==> config.mk <==
export PLATFORM = sky130hd
export DESIGN_NAME = radio_channel_search_selector
export DESIGN_NICKNAME = d
export VERILOG_FILES = /design/src/hw/rtl/rcss_pkg.sv /design/src/hw/rtl/rcss_div.sv /design/src/hw/rtl/rcss_cfg.sv /design/src/hw/rtl/rcss_ctrl.sv /design/src/hw/rtl/rcss_dp.sv /design/src/hw/rtl/radio_channel_search_selector.sv
export SDC_FILE = /design/constraint.sdc
export NUM_CORES = 2
export LEC_CHECK = 0
export BUFFER_PORTS_ARGS = -buffer_cell sky130_fd_sc_hd__buf_2
export CORE_MARGIN = 2
export CORE_UTILIZATION = 55
export DETAILED_ROUTE_END_ITERATION = 12
export PLACE_DENSITY_LB_ADDON = 0.2
export SYNTH_ARGS = -nofsm -noshare
export SYNTH_HDL_FRONTEND = slang
export SYNTH_HIERARCHICAL = 1
export SYNTH_SLANG_ARGS = --single-unit
==> constraint.sdc <==
create_clock -name clk -period 24.6 [get_ports clk]
set_input_delay 1.23 -clock clk [delete_from_list [all_inputs] [get_ports clk]]
set_output_delay 1.23 -clock clk [all_outputs]
set_load 0.03 [all_outputs]
==> src/hw/rtl/rcss_pkg.sv <==
package rcss_pkg;

  localparam int ADDR_W = 5;
  localparam int DIV_W = 32;
  localparam int DIV_STEPS = 16;
  localparam int DIV_CNT_W = 4;

  localparam logic [29:0] TARGET_RST = 30'd868000000;
  localparam logic [29:0] BOOT_RST = 30'd868000000;
  localparam logic [29:0] MIN_RST = 30'd860000000;
  localparam logic [29:0] MAX_RST = 30'd923000000;
  localparam logic [29:0] LMIN_RST = 30'd863000000;
  localparam logic [29:0] LMAX_RST = 30'd870000000;
  localparam logic [23:0] CW_RST = 24'd250000;

  localparam logic [7:0] CHG_MARK = 8'h56;
  localparam logic signed [15:0] FAIL_MAX = 16'sd32767;

  localparam logic [1:0] CMD_RX = 2'd1;
  localparam logic [1:0] CMD_FETCH = 2'd2;

  localparam logic [2:0] REG_TARGET = 3'd0;
  localparam logic [2:0] REG_BOOT = 3'd1;
  localparam logic [2:0] REG_MIN = 3'd2;
  localparam logic [2:0] REG_MAX = 3'd3;
  localparam logic [2:0] REG_LMIN = 3'd4;
  localparam logic [2:0] REG_LMAX = 3'd5;
  localparam logic [2:0] REG_CW = 3'd6;

  localparam logic [1:0] DIV_OFF = 2'd0;
  localparam logic [1:0] DIV_LO = 2'd1;
  localparam logic [1:0] DIV_HI = 2'd2;
  localparam logic [1:0] DIV_MOD = 2'd3;

  localparam logic [1:0] SRC_SIMPLE = 2'd0;
  localparam logic [1:0] SRC_TARGET = 2'd1;
  localparam logic [1:0] SRC_SEARCH = 2'd2;

  typedef struct packed {
    logic [29:0] target;
    logic [29:0] boot;
    logic [29:0] fmin;
    logic [29:0] fmax;
    logic [29:0] lmin;
    logic [29:0] lmax;
    logic [23:0] cw;
  } cfg_t;

  typedef struct packed {
    logic       load_in;
    logic       div_start;
    logic [1:0] div_sel;
    logic       div_capture;
    logic       k_load;
    logic       prod_load;
    logic       finish;
    logic [1:0] src;
  } ctl_t;

  typedef struct packed {
    logic need_search;
    logic span_pos;
    logic div_done;
  } sts_t;

endpackage

==> src/hw/rtl/rcss_div.sv <==
module rcss_div (
  input  logic                       clk,
  input  logic                       rst_n,
  input  logic                       start,
  input  logic [rcss_pkg::DIV_W-1:0] dividend,
  input  logic [rcss_pkg::DIV_W-1:0] divisor,
  output logic                       done,
  output logic [rcss_pkg::DIV_W-1:0] quot,
  output logic [rcss_pkg::DIV_W-1:0] rem
);

  logic                           busy_r;
  logic                           done_r;
  logic [rcss_pkg::DIV_CNT_W-1:0] cnt_r;
  logic [rcss_pkg::DIV_W:0]       rem_r;
  logic [rcss_pkg::DIV_W:0]       rem_nxt;
  logic [rcss_pkg::DIV_W-1:0]     quo_r;
  logic [rcss_pkg::DIV_W-1:0]     quo_nxt;
  logic [rcss_pkg::DIV_W-1:0]     dvs_r;

  // Two restoring steps per cycle; the dividend shifts out of the quotient register.
  always_comb begin
    logic [rcss_pkg::DIV_W:0]   r1;
    logic [rcss_pkg::DIV_W:0]   r2;
    logic [rcss_pkg::DIV_W-1:0] q1;
    r1 = {rem_r[rcss_pkg::DIV_W-1:0], quo_r[rcss_pkg::DIV_W-1]};
    q1 = {quo_r[rcss_pkg::DIV_W-2:0], 1'b0};
    if (r1 >= {1'b0, dvs_r}) begin
      r1 = r1 - {1'b0, dvs_r};
      q1[0] = 1'b1;
    end
    r2 = {r1[rcss_pkg::DIV_W-1:0], q1[rcss_pkg::DIV_W-1]};
    quo_nxt = {q1[rcss_pkg::DIV_W-2:0], 1'b0};
    if (r2 >= {1'b0, dvs_r}) begin
      r2 = r2 - {1'b0, dvs_r};
      quo_nxt[0] = 1'b1;
    end
    rem_nxt = r2;
  end

  always_ff @(posedge clk) begin
    if (!rst_n) begin
      busy_r <= 1'b0;
      done_r <= 1'b0;
      cnt_r <= '0;
    end else begin
      done_r <= 1'b0;
      if (start && !busy_r) begin
        busy_r <= 1'b1;
        cnt_r <= '0;
      end else if (busy_r) begin
        cnt_r <= cnt_r + 1'b1;
        if (cnt_r == rcss_pkg::DIV_CNT_W'(rcss_pkg::DIV_STEPS - 1)) begin
          busy_r <= 1'b0;
          done_r <= 1'b1;
        end
      end
    end
  end

  always_ff @(posedge clk) begin
    if (start && !busy_r) begin
      rem_r <= '0;
      quo_r <= dividend;
      dvs_r <= divisor;
    end else if (busy_r) begin
      rem_r <= rem_nxt;
      quo_r <= quo_nxt;
    end
  end

  assign done = done_r;
  assign quot = quo_r;
  assign rem = rem_r[rcss_pkg::DIV_W-1:0];

endmodule

==> src/hw/rtl/rcss_cfg.sv <==
module rcss_cfg (
  input  logic                        clk,
  input  logic                        rst_n,
  input  logic                        psel,
  input  logic                        penable,
  input  logic                        pwrite,
  input  logic [rcss_pkg::ADDR_W-1:0] paddr,
  input  logic [31:0]                 pwdata,
  output logic [31:0]                 prdata,
  output logic                        pready,
  output rcss_pkg::cfg_t              cfg
);

  rcss_pkg::cfg_t cfg_r;
  logic [2:0]     idx;
  logic           wr;

  assign idx = paddr[rcss_pkg::ADDR_W-1:2];
  assign wr = psel && penable && pwrite;
  assign pready = 1'b1;

  always_ff @(posedge clk) begin
    if (!rst_n) begin
      cfg_r.target <= rcss_pkg::TARGET_RST;
      cfg_r.boot <= rcss_pkg::BOOT_RST;
      cfg_r.fmin <= rcss_pkg::MIN_RST;
      cfg_r.fmax <= rcss_pkg::MAX_RST;
      cfg_r.lmin <= rcss_pkg::LMIN_RST;
      cfg_r.lmax <= rcss_pkg::LMAX_RST;
      cfg_r.cw <= rcss_pkg::CW_RST;
    end else if (wr) begin
      case (idx)
        rcss_pkg::REG_TARGET: cfg_r.target <= pwdata[29:0];
        rcss_pkg::REG_BOOT:   cfg_r.boot <= pwdata[29:0];
        rcss_pkg::REG_MIN:    cfg_r.fmin <= pwdata[29:0];
        rcss_pkg::REG_MAX:    cfg_r.fmax <= pwdata[29:0];
        rcss_pkg::REG_LMIN:   cfg_r.lmin <= pwdata[29:0];
        rcss_pkg::REG_LMAX:   cfg_r.lmax <= pwdata[29:0];
        rcss_pkg::REG_CW:     cfg_r.cw <= pwdata[23:0];
        default: ;
      endcase
    end
  end

  always_comb begin
    case (idx)
      rcss_pkg::REG_TARGET: prdata = {2'b0, cfg_r.target};
      rcss_pkg::REG_BOOT:   prdata = {2'b0, cfg_r.boot};
      rcss_pkg::REG_MIN:    prdata = {2'b0, cfg_r.fmin};
      rcss_pkg::REG_MAX:    prdata = {2'b0, cfg_r.fmax};
      rcss_pkg::REG_LMIN:   prdata = {2'b0, cfg_r.lmin};
      rcss_pkg::REG_LMAX:   prdata = {2'b0, cfg_r.lmax};
      rcss_pkg::REG_CW:     prdata = {8'b0, cfg_r.cw};
      default:              prdata = '0;
    endcase
  end

  assign cfg = cfg_r;

endmodule

==> src/hw/rtl/rcss_ctrl.sv <==
module rcss_ctrl (
  input  logic                  clk,
  input  logic                  rst_n,
  input  logic                  in_valid,
  output logic                  in_ready,
  output logic                  out_valid,
  input  logic                  out_ready,
  input  rcss_pkg::sts_t        sts,
  output rcss_pkg::ctl_t        ctl
);

  localparam logic [2:0] S_IDLE = 3'd0;
  localparam logic [2:0] S_EVAL = 3'd1;
  localparam logic [2:0] S_DIV = 3'd2;
  localparam logic [2:0] S_NEXT = 3'd3;
  localparam logic [2:0] S_MUL = 3'd4;
  localparam logic [2:0] S_DONE = 3'd5;

  logic [2:0] state_r;
  logic [2:0] state_nxt;
  logic [1:0] sel_r;
  logic [1:0] sel_nxt;
  logic [1:0] src_r;
  logic [1:0] src_nxt;
  logic       out_valid_r;
  logic       out_valid_nxt;

  always_comb begin
    state_nxt = state_r;
    sel_nxt = sel_r;
    src_nxt = src_r;
    ctl = '0;
    ctl.div_sel = sel_r;
    ctl.src = src_r;
    in_ready = 1'b0;
    case (state_r)
      S_IDLE: begin
        in_ready = 1'b1;
        if (in_valid) begin
          ctl.load_in = 1'b1;
          state_nxt = S_EVAL;
        end
      end
      S_EVAL: begin
        if (sts.need_search) begin
          sel_nxt = rcss_pkg::DIV_OFF;
          ctl.div_sel = rcss_pkg::DIV_OFF;
          ctl.div_start = 1'b1;
          state_nxt = S_DIV;
        end else begin
          src_nxt = rcss_pkg::SRC_SIMPLE;
          state_nxt = S_DONE;
        end
      end
      S_DIV: begin
        if (sts.div_done) begin
          ctl.div_capture = 1'b1;
          state_nxt = S_NEXT;
        end
      end
      S_NEXT: begin
        case (sel_r)
          rcss_pkg::DIV_OFF: begin
            sel_nxt = rcss_pkg::DIV_LO;
            ctl.div_sel = rcss_pkg::DIV_LO;
            ctl.div_start = 1'b1;
            state_nxt = S_DIV;
          end
          rcss_pkg::DIV_LO: begin
            sel_nxt = rcss_pkg::DIV_HI;
            ctl.div_sel = rcss_pkg::DIV_HI;
            ctl.div_start = 1'b1;
            state_nxt = S_DIV;
          end
          rcss_pkg::DIV_HI: begin
            if (sts.span_pos) begin
              sel_nxt = rcss_pkg::DIV_MOD;
              ctl.div_sel = rcss_pkg::DIV_MOD;
              ctl.div_start = 1'b1;
              state_nxt = S_DIV;
            end else begin
              src_nxt = rcss_pkg::SRC_TARGET;
              state_nxt = S_DONE;
            end
          end
          default: begin
            ctl.k_load = 1'b1;
            state_nxt = S_MUL;
          end
        endcase
      end
      S_MUL: begin
        ctl.prod_load = 1'b1;
        src_nxt = rcss_pkg::SRC_SEARCH;
        state_nxt = S_DONE;
      end
      S_DONE: begin
        if (!out_valid_r || out_ready) begin
          ctl.finish = 1'b1;
          state_nxt = S_IDLE;
        end
      end
      default: state_nxt = S_IDLE;
    endcase
  end

  always_comb begin
    if (ctl.finish) begin
      out_valid_nxt = 1'b1;
    end else if (out_ready) begin
      out_valid_nxt = 1'b0;
    end else begin
      out_valid_nxt = out_valid_r;
    end
  end

  always_ff @(posedge clk) begin
    if (!rst_n) begin
      state_r <= S_IDLE;
      sel_r <= rcss_pkg::DIV_OFF;
      src_r <= rcss_pkg::SRC_SIMPLE;
      out_valid_r <= 1'b0;
    end else begin
      state_r <= state_nxt;
      sel_r <= sel_nxt;
      src_r <= src_nxt;
      out_valid_r <= out_valid_nxt;
    end
  end

  assign out_valid = out_valid_r;

endmodule

==> src/hw/rtl/rcss_dp.sv <==
module rcss_dp #(
  parameter int SEARCH_SPAN = 20
) (
  input  logic           clk,
  input  logic           rst_n,
  input  rcss_pkg::ctl_t ctl,
  output rcss_pkg::sts_t sts,
  input  rcss_pkg::cfg_t cfg,
  input  logic [1:0]     in_command,
  input  logic           in_reachable,
  input  logic [7:0]     in_send_count,
  input  logic [7:0]     in_payload_first_byte,
  input  logic           in_fragment_ok,
  output logic [29:0]    out_tx_freq,
  output logic [29:0]    out_rx_freq,
  output logic           out_send_change_channel,
  output logic [29:0]    out_good_freq_out
);

  localparam int OFF_W = $clog2(SEARCH_SPAN);

  logic [1:0]        cmd_r;
  logic              reach_r;
  logic [7:0]        sends_r;
  logic              change_r;
  logic              ok_r;
  logic [OFF_W-1:0]  off_r;
  logic [29:0]       q1_r;
  logic [29:0]       q2_r;
  logic [31:0]       mod_r;
  logic [31:0]       k_r;
  logic [31:0]       prod_r;
  logic [29:0]       lg_r;
  logic [29:0]       lg_nxt;
  logic signed [15:0] fc_r;
  logic signed [15:0] fc_nxt;
  logic [29:0]       tx_r;
  logic [29:0]       rx_r;
  logic              scc_r;

  logic              fc_pos;
  logic              simple_br;
  logic [29:0]       f_simple;
  logic [29:0]       f_search;
  logic [29:0]       f_sel;
  logic [29:0]       tx;
  logic [29:0]       rx;
  logic              scc;
  logic [29:0]       lo_u;
  logic [29:0]       hi_u;
  logic [30:0]       a;
  logic [30:0]       b;
  logic [30:0]       a_abs;
  logic [30:0]       b_abs;
  logic [31:0]       lo_off;
  logic [31:0]       hi_off;
  logic [32:0]       span;
  logic [31:0]       off_s;
  logic [31:0]       x;
  logic [31:0]       x_mag;
  logic [31:0]       sum_off;
  logic [32:0]       m;
  logic [32:0]       k;
  logic [31:0]       div_a;
  logic [31:0]       div_b;
  logic              div_done;
  logic [31:0]       div_q;
  logic [31:0]       div_r;

  assign fc_pos = !fc_r[15] && (fc_r != 16'sd0);
  assign simple_br = reach_r || !fc_pos;

  always_comb begin
    if (!simple_br) begin
      f_simple = cfg.target;
    end else if ((lg_r == cfg.target) || (lg_r == 30'd0)) begin
      f_simple = cfg.target;
    end else begin
      f_simple = sends_r[0] ? lg_r : cfg.target;
    end
  end

  assign sts.need_search = !simple_br && (sends_r != 8'd1) && (cfg.cw != 24'd0);

  assign lo_u = (cfg.fmin > cfg.lmin) ? cfg.fmin : cfg.lmin;
  assign hi_u = (cfg.fmax < cfg.lmax) ? cfg.fmax : cfg.lmax;
  assign a = {1'b0, cfg.target} - {1'b0, lo_u};
  assign b = {1'b0, hi_u} - {1'b0, cfg.target};
  assign a_abs = a[30] ? (31'd0 - a) : a;
  assign b_abs = b[30] ? (31'd0 - b) : b;

  assign lo_off = a[30] ? {2'b0, q1_r} : (32'd0 - {2'b0, q1_r});
  assign hi_off = b[30] ? (32'd0 - {2'b0, q2_r}) : {2'b0, q2_r};
  assign span = {hi_off[31], hi_off} + 33'd1 - {lo_off[31], lo_off};
  assign sts.span_pos = !span[32] && (span != 33'd0);

  assign off_s = sends_r[0] ? 32'(off_r) : (32'd0 - 32'(off_r));
  assign x = off_s - lo_off;
  assign x_mag = x[31] ? (32'd0 - x) : x;

  assign sum_off = 32'(fc_r[14:0]) + 32'(sends_r[7:1]) - 32'd2;

  always_comb begin
    case (ctl.div_sel)
      rcss_pkg::DIV_OFF: begin
        div_a = sum_off;
        div_b = 32'(SEARCH_SPAN);
      end
      rcss_pkg::DIV_LO: begin
        div_a = {2'b0, a_abs[29:0]};
        div_b = {8'b0, cfg.cw};
      end
      rcss_pkg::DIV_HI: begin
        div_a = {2'b0, b_abs[29:0]};
        div_b = {8'b0, cfg.cw};
      end
      default: begin
        div_a = x_mag;
        div_b = span[31:0];
      end
    endcase
  end

  rcss_div u_div (
    .clk      (clk),
    .rst_n    (rst_n),
    .start    (ctl.div_start),
    .dividend (div_a),
    .divisor  (div_b),
    .done     (div_done),
    .quot     (div_q),
    .rem      (div_r)
  );

  assign sts.div_done = div_done;

  assign m = (x[31] && (mod_r != 32'd0)) ? (span - {1'b0, mod_r}) : {1'b0, mod_r};
  assign k = m + {lo_off[31], lo_off};
  assign f_search = cfg.target + prod_r[29:0];

  always_comb begin
    case (ctl.src)
      rcss_pkg::SRC_SEARCH: f_sel = f_search;
      rcss_pkg::SRC_TARGET: f_sel = cfg.target;
      default:              f_sel = f_simple;
    endcase
  end

  assign tx = change_r ? cfg.boot : f_sel;
  assign rx = change_r ? cfg.target : f_sel;
  assign scc = !reach_r || ((lg_r != 30'd0) && (lg_r != cfg.target));

  always_comb begin
    lg_nxt = lg_r;
    fc_nxt = fc_r;
    case (cmd_r)
      rcss_pkg::CMD_RX: begin
        if (ok_r) begin
          lg_nxt = rx;
          fc_nxt = -16'sd1;
        end
      end
      rcss_pkg::CMD_FETCH: begin
        if (reach_r) begin
          fc_nxt = 16'sd0;
        end else if (fc_r < rcss_pkg::FAIL_MAX) begin
          fc_nxt = fc_r + 16'sd1;
        end
      end
      default: ;
    endcase
  end

  always_ff @(posedge clk) begin
    if (!rst_n) begin
      lg_r <= 30'd0;
      fc_r <= 16'sd0;
    end else if (ctl.finish) begin
      lg_r <= lg_nxt;
      fc_r <= fc_nxt;
    end
  end

  always_ff @(posedge clk) begin
    if (ctl.load_in) begin
      cmd_r <= in_command;
      reach_r <= in_reachable;
      sends_r <= (in_send_count == 8'd0) ? 8'd1 : in_send_count;
      change_r <= (in_payload_first_byte == rcss_pkg::CHG_MARK);
      ok_r <= in_fragment_ok;
    end
    if (ctl.div_capture) begin
      case (ctl.div_sel)
        rcss_pkg::DIV_OFF: off_r <= div_r[OFF_W-1:0];
        rcss_pkg::DIV_LO:  q1_r <= div_q[29:0];
        rcss_pkg::DIV_HI:  q2_r <= div_q[29:0];
        default:           mod_r <= div_r;
      endcase
    end
    if (ctl.k_load) begin
      k_r <= k[31:0];
    end
    if (ctl.prod_load) begin
      prod_r <= k_r * {8'b0, cfg.cw};
    end
    if (ctl.finish) begin
      tx_r <= tx;
      rx_r <= rx;
      scc_r <= scc;
    end
  end

  assign out_tx_freq = tx_r;
  assign out_rx_freq = rx_r;
  assign out_send_change_channel = scc_r;
  assign out_good_freq_out = lg_r;

endmodule

==> src/hw/rtl/radio_channel_search_selector.sv <==
// A result is registered after its input transfer once any search is done and the output
// register is free; the zigzag search runs three or four divisions on one shared divider.
// One item at a time: the next transfer is taken once the result is registered, so the
// divider sets the rate for search queries and the control FSM for everything else.
// Reset (synchronous, rst_n low) restores the register defaults, clears the last good
// frequency and the failure count, and empties the output register.
module radio_channel_search_selector #(
  parameter int SEARCH_SPAN = 20
) (
  input  logic                        clk,
  input  logic                        rst_n,
  input  logic                        in_valid,
  output logic                        in_ready,
  input  logic [1:0]                  in_command,
  input  logic                        in_reachable,
  input  logic [7:0]                  in_send_count,
  input  logic [7:0]                  in_payload_first_byte,
  input  logic                        in_fragment_ok,
  output logic                        out_valid,
  input  logic                        out_ready,
  output logic [29:0]                 out_tx_freq,
  output logic [29:0]                 out_rx_freq,
  output logic                        out_send_change_channel,
  output logic [29:0]                 out_good_freq_out,
  input  logic                        psel,
  input  logic                        penable,
  input  logic                        pwrite,
  input  logic [rcss_pkg::ADDR_W-1:0] paddr,
  input  logic [31:0]                 pwdata,
  output logic [31:0]                 prdata,
  output logic                        pready
);

  rcss_pkg::cfg_t cfg;
  rcss_pkg::ctl_t ctl;
  rcss_pkg::sts_t sts;

  rcss_cfg u_cfg (
    .clk     (clk),
    .rst_n   (rst_n),
    .psel    (psel),
    .penable (penable),
    .pwrite  (pwrite),
    .paddr   (paddr),
    .pwdata  (pwdata),
    .prdata  (prdata),
    .pready  (pready),
    .cfg     (cfg)
  );

  rcss_ctrl u_ctrl (
    .clk       (clk),
    .rst_n     (rst_n),
    .in_valid  (in_valid),
    .in_ready  (in_ready),
    .out_valid (out_valid),
    .out_ready (out_ready),
    .sts       (sts),
    .ctl       (ctl)
  );

  rcss_dp #(
    .SEARCH_SPAN (SEARCH_SPAN)
  ) u_dp (
    .clk                     (clk),
    .rst_n                   (rst_n),
    .ctl                     (ctl),
    .sts                     (sts),
    .cfg                     (cfg),
    .in_command              (in_command),
    .in_reachable            (in_reachable),
    .in_send_count           (in_send_count),
    .in_payload_first_byte   (in_payload_first_byte),
    .in_fragment_ok          (in_fragment_ok),
    .out_tx_freq             (out_tx_freq),
    .out_rx_freq             (out_rx_freq),
    .out_send_change_channel (out_send_change_channel),
    .out_good_freq_out       (out_good_freq_out)
  );

endmodule

## Word level (Yosys, flattened, before mapping)

Index checks and enable logic that the tools add are counted.

- Register bits after elaboration: 593
- Input port bits: 64
- Output and inout port bits: 126
- Word-level logic and storage cells: 218

- Add/sub/neg operators: 20
- $mul: 1
- Order comparisons: 5
- Eq/ne operators: 35
- Multiplexer cells: 63
- Bitwise operators: 3
- Reduce and logical (&&, ||, !) cells: 58

Operators with widths:

| kind | number |
|---|---|
| 32-bit two-way mux | 9 |
| 30-bit two-way mux | 9 |
| 30-bit case mux with 7 select lines | 1 |
| 32-bit subtractor | 4 |
| 32-bit case mux with 3 select lines | 1 |
| 33-bit by 32-bit greater-or-equal comparator with 1-bit output | 2 |
| 32-bit case mux with 2 select lines | 1 |
| 1-bit by 30-bit subtractor with 31-bit output, first input constant | 2 |
| 30-bit by 30-bit subtractor with 31-bit output | 2 |
| 30-bit case mux with 2 select lines | 1 |
| 1-bit by 30-bit subtractor with 30-bit output, first input constant | 2 |
| 16-bit two-way mux | 3 |
| 32-bit by 2-bit adder with 33-bit output, second input constant | 1 |
| 33-bit nonzero test | 1 |
| 33-bit subtractor | 1 |
| 32-bit adder | 1 |
| 32-bit by 24-bit multiplier with 30-bit output | 1 |
| 16-bit case mux with 2 select lines | 1 |
| 32-bit nonzero test | 1 |
| 1-bit by 32-bit subtractor with 32-bit output, first input constant | 1 |
| 32-bit by 2-bit subtractor with 32-bit output, second input constant | 1 |
| 30-bit adder | 1 |
| 30-bit == test | 1 |
| 30-bit > comparator | 1 |
| 46 further kinds | 136 |

## Longest topological paths before layout

- Depth after elaboration: 15
- Gate-level depth with buffers: 73
- Gate-level depth less buffers: 70

## By module

Netlist, hierarchy kept.

By module, submodules not included:

| module | times used | cells an instance | area an instance (um^2) | sequential area each (um^2) |
|---|---|---|---|---|
| rcss_dp | 1 | 4955 | 42356.9 | 7857.5 |
| rcss_cfg | 1 | 954 | 9232.6 | 4083.9 |
| rcss_div | 1 | 955 | 8112.8 | 2682.6 |
| rcss_ctrl | 1 | 83 | 638.1 | 160.2 |

## Least setup slack after synthesis

No wires, ideal clock.

- Path type: register to register
- From: reg u_cfg.cfg_r, in the netlist u_cfg/cfg[25]
- To: reg u_dp.k_r[29] (data pin)
- Setup time: 0.258 ns
- Data arrival time: 12.626 ns
- Data required time: 24.342 ns
- Slack: 11.717 ns
- Cell stages (with the launch flop): 63
- Buffers on the path: 3
- Period minus slack after synthesis: 12.883 ns
- Cell sequence: dfxtp_1 -> inv_1 -> ha_1 -> a21o_1 -> a21o_1 -> a21o_1 -> a21o_1 -> a21oi_1 -> o21ai_0 -> a21o_1 -> a21o_1 -> a21o_1 -> a21oi_1 -> o31ai_1 -> and3_1 -> o22ai_1 -> clkbuf_1 -> mux2_2 -> (+27 left out) -> nor2_1 -> xnor2_1 -> ha_1 -> and3_1 -> and3_1 -> a21boi_0 -> a41o_1 -> o311a_1 -> a2111o_1 -> xor2_1 -> nand2_1 -> o21ai_0 -> ha_1 -> nand4_1 -> or4_1 -> o21ai_0 -> xnor2_1 -> xnor2_1

- Longest elaborated chain between the ends: 9

RTL lines:

| element | RTL line | text |
|---|---|---|
| start, declared | rcss_cfg.sv:14 | `rcss_pkg::cfg_t cfg_r;` |
| 30-bit < comparator | rcss_dp.sv:86 | `assign hi_u = (cfg.fmax < cfg.lmax) ? cfg.fmax : cfg.lmax;` |
| 30-bit two-way mux * | rcss_dp.sv:86 |  |
| 30-bit by 30-bit subtractor with 31-bit output * | rcss_dp.sv:88 | `assign b = {1'b0, hi_u} - {1'b0, cfg.target};` |
| 32-bit two-way mux * | rcss_dp.sv:93 | `assign hi_off = b[30] ? (32'd0 - {2'b0, q2_r}) : {2'b0, q2_r};` |
| 32-bit by 2-bit adder with 33-bit output * | rcss_dp.sv:94 | `assign span = {hi_off[31], hi_off} + 33'd1 - {lo_off[31], lo_off};` |
| 33-bit subtractor * | rcss_dp.sv:94 |  |
| 32-bit subtractor * | rcss_dp.sv:137 | `assign m = (x[31] && (mod_r != 32'd0)) ? (span - {1'b0, mod_r}) : {1'b0, mod_r};` |
| 32-bit two-way mux * | rcss_dp.sv:137 |  |
| 32-bit adder * | rcss_dp.sv:138 | `assign k = m + {lo_off[31], lo_off};` |
| named net u_dp.k[29] | rcss_dp.sv:63 | `logic [32:0] k;` |
| end signal, assigned | rcss_dp.sv:201 | `k_r <= k[31:0];` |
| end, declared | rcss_dp.sv:31 | `logic [31:0] k_r;` |

Mark *: on every way through the listed nets, which the timed path passes. The rest lies on a longest branch.
A chain may end at the register's enable or synchronous reset.

==> results.tsv <==
stage	metric	value	unit
outcome	status	completed	
finish	area_growth	7.38	%
die	die_y	335	um
power_and_ir_drop	power.density	80.5	nW/um^2
finish	nets	7893	
synth	synth_cell_type_count	122	
worst_hold_path	whs_endpoint	u_dp/q1_r[26]	
detailed_routing	drt_pass1_iterations	7	
grt	grt_pass1_vias	50701	
grt	grt_overflow	0	
clock_network	cts_buffers	70	
synth	yosys_most_used_dff	dfxtp_1	
synth	yosys.area.top_type	edfxtp_1	
clock_network	cts_tree	done	
grt	antenna_found_initial	7	
sta	hold_slack	0.485	ns
worst_setup_path	critPathKind	flip-flop to flip-flop	
detailed_routing	antenna_left	0	
sta	finalCritPeriodShare	66.2	%
synth	synth_seq_area_share	24.5	%
sta	min_period	16.28	ns
worst_setup_path	rr_worst_depth	61	
synth	synth_edf_count	295	
worst_setup_path	slowest_stage	a21oi_1	
synth	yosysWarnings	6	
worst_setup_path	critPathMaxStageDelay	0.66	ns
die	dieArea	112000	um^2
run	drv_cap	0	
grt	grt_max_degree	155	
synth	syn_area_per_cell	8.69	um^2
detailed_routing	post_drt_wl_per_cell	23.8	um
power_and_ir_drop	p_leak	28.8	nW
sta	slew_violations	0	
worst_setup_path	reg2reg_slack	8.32	ns
power_and_ir_drop	finalPower	5.22	mW
clock_network	path_clk_slew	0.06	ns
clock_network	clock_latency	0.67	ns
die	io_pins	190	
detailed_routing	drtIter0Drc	6443	
die	die_w	335	um
clock_network	cts_resized	0	
synth	synth_area	60300	um^2
synth	synth_top_area_share	14.7	%
worst_setup_path	r2r-start	u_cfg/cfg[25]	
synth	synth_top_family_by_area	adder cells	
worst_hold_path	worstHoldPathType	flip-flop to flip-flop	
finish	final_layout_size_suffix_gt1_share	8.34	%
clock_network	htreeDepth	3	
clock_network	clk_path_buf_depth	3	
clock_network	clock_sinks	591	
power_and_ir_drop	p_sw_share	43.9	%
sta	tns	0	ns
detailed_routing	wirelength	201000	um
sta	max_freq	61.4	MHz
synth	async_flop_share	0	%
synth	synthXorXnorAreaFrac	6.73	%
detailed_routing	via_count	53218	
finish	nFillCells	9699	
clock_network	cts_hold_buf	0	
synth	yosys-top-cells-area	edfxtp_1 (15%), fa_1 (12%), ha_1 (10%), dfxtp_1 (9.8%), nand2_1 (5.6%)	
sta	worst_pin_slew	1.32	ns
die	start_util	55.4	%
synth	ys_seq_elements	591	
grt	grt.total_usage	35.2	%
synth	syn_inst	6947	
worst_setup_path	timing.rr.end	u_dp/u_div/quot[28]	
detailed_routing	drc	0	
worst_setup_path	worstPathMaxFanout	42	
synth	yosysMostFrequentCell	nand2_1	
sta	rsz0062_at_grt	no	
synth	synth-compound-area-share	17.2	%
detailed_routing	viasPerCell	6.31	
power_and_ir_drop	p_clk_share	21.1	%
power_and_ir_drop	pwr-share-comb	55.3	%
worst_setup_path	crit_path_end_kind	flip-flop	
placement	gp_congestion	0.977	
sta	slew_headroom	12.0	%
synth	synth-simple-area-share	16.8	%
worst_setup_path	crit_path_start_kind	flip-flop	
synth	synth_fa_ha_area_share	22.3	%
placement	portBuffers	182	
worst_setup_path	crit_arrival	16.70	ns
sta	final-setup-viol-count	0	
die	fp.coreArea	109000	um^2
worst_setup_path	cp.required	25.02	ns
worst_hold_path	worstHoldPathCells	0	
power_and_ir_drop	p_switching	2.29	mW
worst_hold_path	min_from	u_dp/u_div/quot[26]	
sta	hold_viol_final	0	
power_and_ir_drop	pwr-share-seq	23.5	%
die	rows	121	
power_and_ir_drop	internal_power	2.93	mW
placement	dp_hpwl	154000	um
synth	synthMuxAreaShare	5.38	%
clock_network	cts_root_buffer	clkbuf_16	
sta	finClkSkew	0.0398	ns
grt	grt_pass1_wl	304000	um
clock_network	cts_setup_buffers	0	
synth	yosys-top-cells-count	nand2_1 (894), inv_1 (748), ha_1 (504)	
power_and_ir_drop	peakVddDrop	0.0000816	V
## power by group through the flow
stage	Clock (mW)	Sequential, mW	Combinational [mW]
floorplan	0	1.22	2.13
global placement	0	1.25	2.76
detailed placement	0	1.25	2.80
CTS	1.11	1.23	2.82
global route	1.15	1.23	3.16
finish	1.10	1.23	2.89
## kinds of logic after synthesis
| kind of cell | count (synthesis) |
|---|---|
| mux | 311 |
| other cells | 2 |
| buf+inv | 1081 |
| xor+xnor | 464 |
| flops | 591 |
| fa+ha+maj | 861 |
| compound gates | 1551 |
| simple gates | 2086 |
## worst max-delay path by stage
stage	cells after the start	end	start
finish	61	u_dp/u_div/quot[28]	u_cfg/cfg[25]
global route	62	u_dp/u_div/quot[28]	u_cfg/cfg[25]
CTS	61	u_dp/u_div/quot[28]	u_cfg/cfg[25]
detailed placement	61	u_dp/u_div/quot[28]	u_cfg/cfg[25]
global placement	61	u_dp/u_div/quot[28]	u_cfg/cfg[25]
floorplan	62	u_dp/k_r[29]	u_cfg/cfg[25]
## per-stage QoR
step           utilization [%]  cell area [um^2]  cells  worst slack [ns]
3_3_place_gp              57.3             62400   8312              8.87
2_1_floorplan                -             60300   6948             11.72
3_5_place_dp              57.3             62400   8312              8.77
6_report                  59.5             64800   8438              8.32
5_1_grt                   59.5             64800   8437              7.56
4_1_cts                   59.5             64800   8437              8.67
## sequential cells by signal, indices dropped and copies added, names as in the netlist, 2 cells and up
signal	flops
u_dp/u_div/quot	32
u_dp/q2_r	30
u_dp/u_div/dvs_r	32
u_dp/u_div/cnt_r	4
u_dp/out_rx_freq	30
u_dp/prod_r	30
u_cfg/cfg	204
u_dp/k_r	30
u_dp/out_good_freq_out	30
u_dp/fc_r	16
u_dp/cmd_r	2
u_dp/sends_r	8
u_dp/off_r	5
u_ctrl/sel_r	2
u_ctrl/state_r	3
u_dp/u_div/rem_r	32
u_dp/mod_r	32
u_dp/q1_r	30
u_dp/out_tx_freq	30
u_ctrl/src_r	2
## worst max-delay path: cells and delay by family, from the launching register on
kind / cells / cell delay, ns
XOR/XNOR: 1 / 0.24
AO/OA/AOI/OAI: 36 / 8.94
AND/OR/NAND/NOR: 11 / 2.45
adder cells (fa/ha/maj): 6 / 2.11
buffers and inverters: 6 / 1.42
multiplexers: 1 / 0.42
flip-flops: 1 / 0.39
## layer usage
layer / vias up / global-route usage (%) / part of all wire (%)
li1: 24274 / - / -
met1: 25801 / 47.6 / 41
met2: 2712 / 54.8 / 44
met3: 429 / 7.51 / 10
met4: 2 / 14.0 / 4.4
met5: - / 0 / 0.0065
## layout make-up
type | instances | area, um^2 | share of cell area (%)
multi-input cells | 5276 | 41300 | 63.8
flip-flops and latches | 591 | 14800 | 22.8
inverters | 751 | 2820 | 4.35
clock buffers | 96 | 1980 | 3.05
well taps | 1414 | 1770 | 2.73
repair buffers | 280 | 1670 | 2.58
clock inverters | 29 | 422 | 0.651
diodes | 1 | 2.50 | 0.00386
## cell usage in the layout (no fill, tap or decap), drive strengths merged, types with 82 or more instances in the layout
master  count
a21oi     357
fa        355
buf       279
o21ai     347
and2      216
o211ai    123
nor2      302
nand3     110
clkbuf     97
dfxtp     296
a21o      122
ha        504
inv       753
xor2      123
mux2i     213
nor3       94
xnor2     341
nand2     897
edfxtp    295
nand4      82
mux2       97
Power figures use the tool's default switching activity.
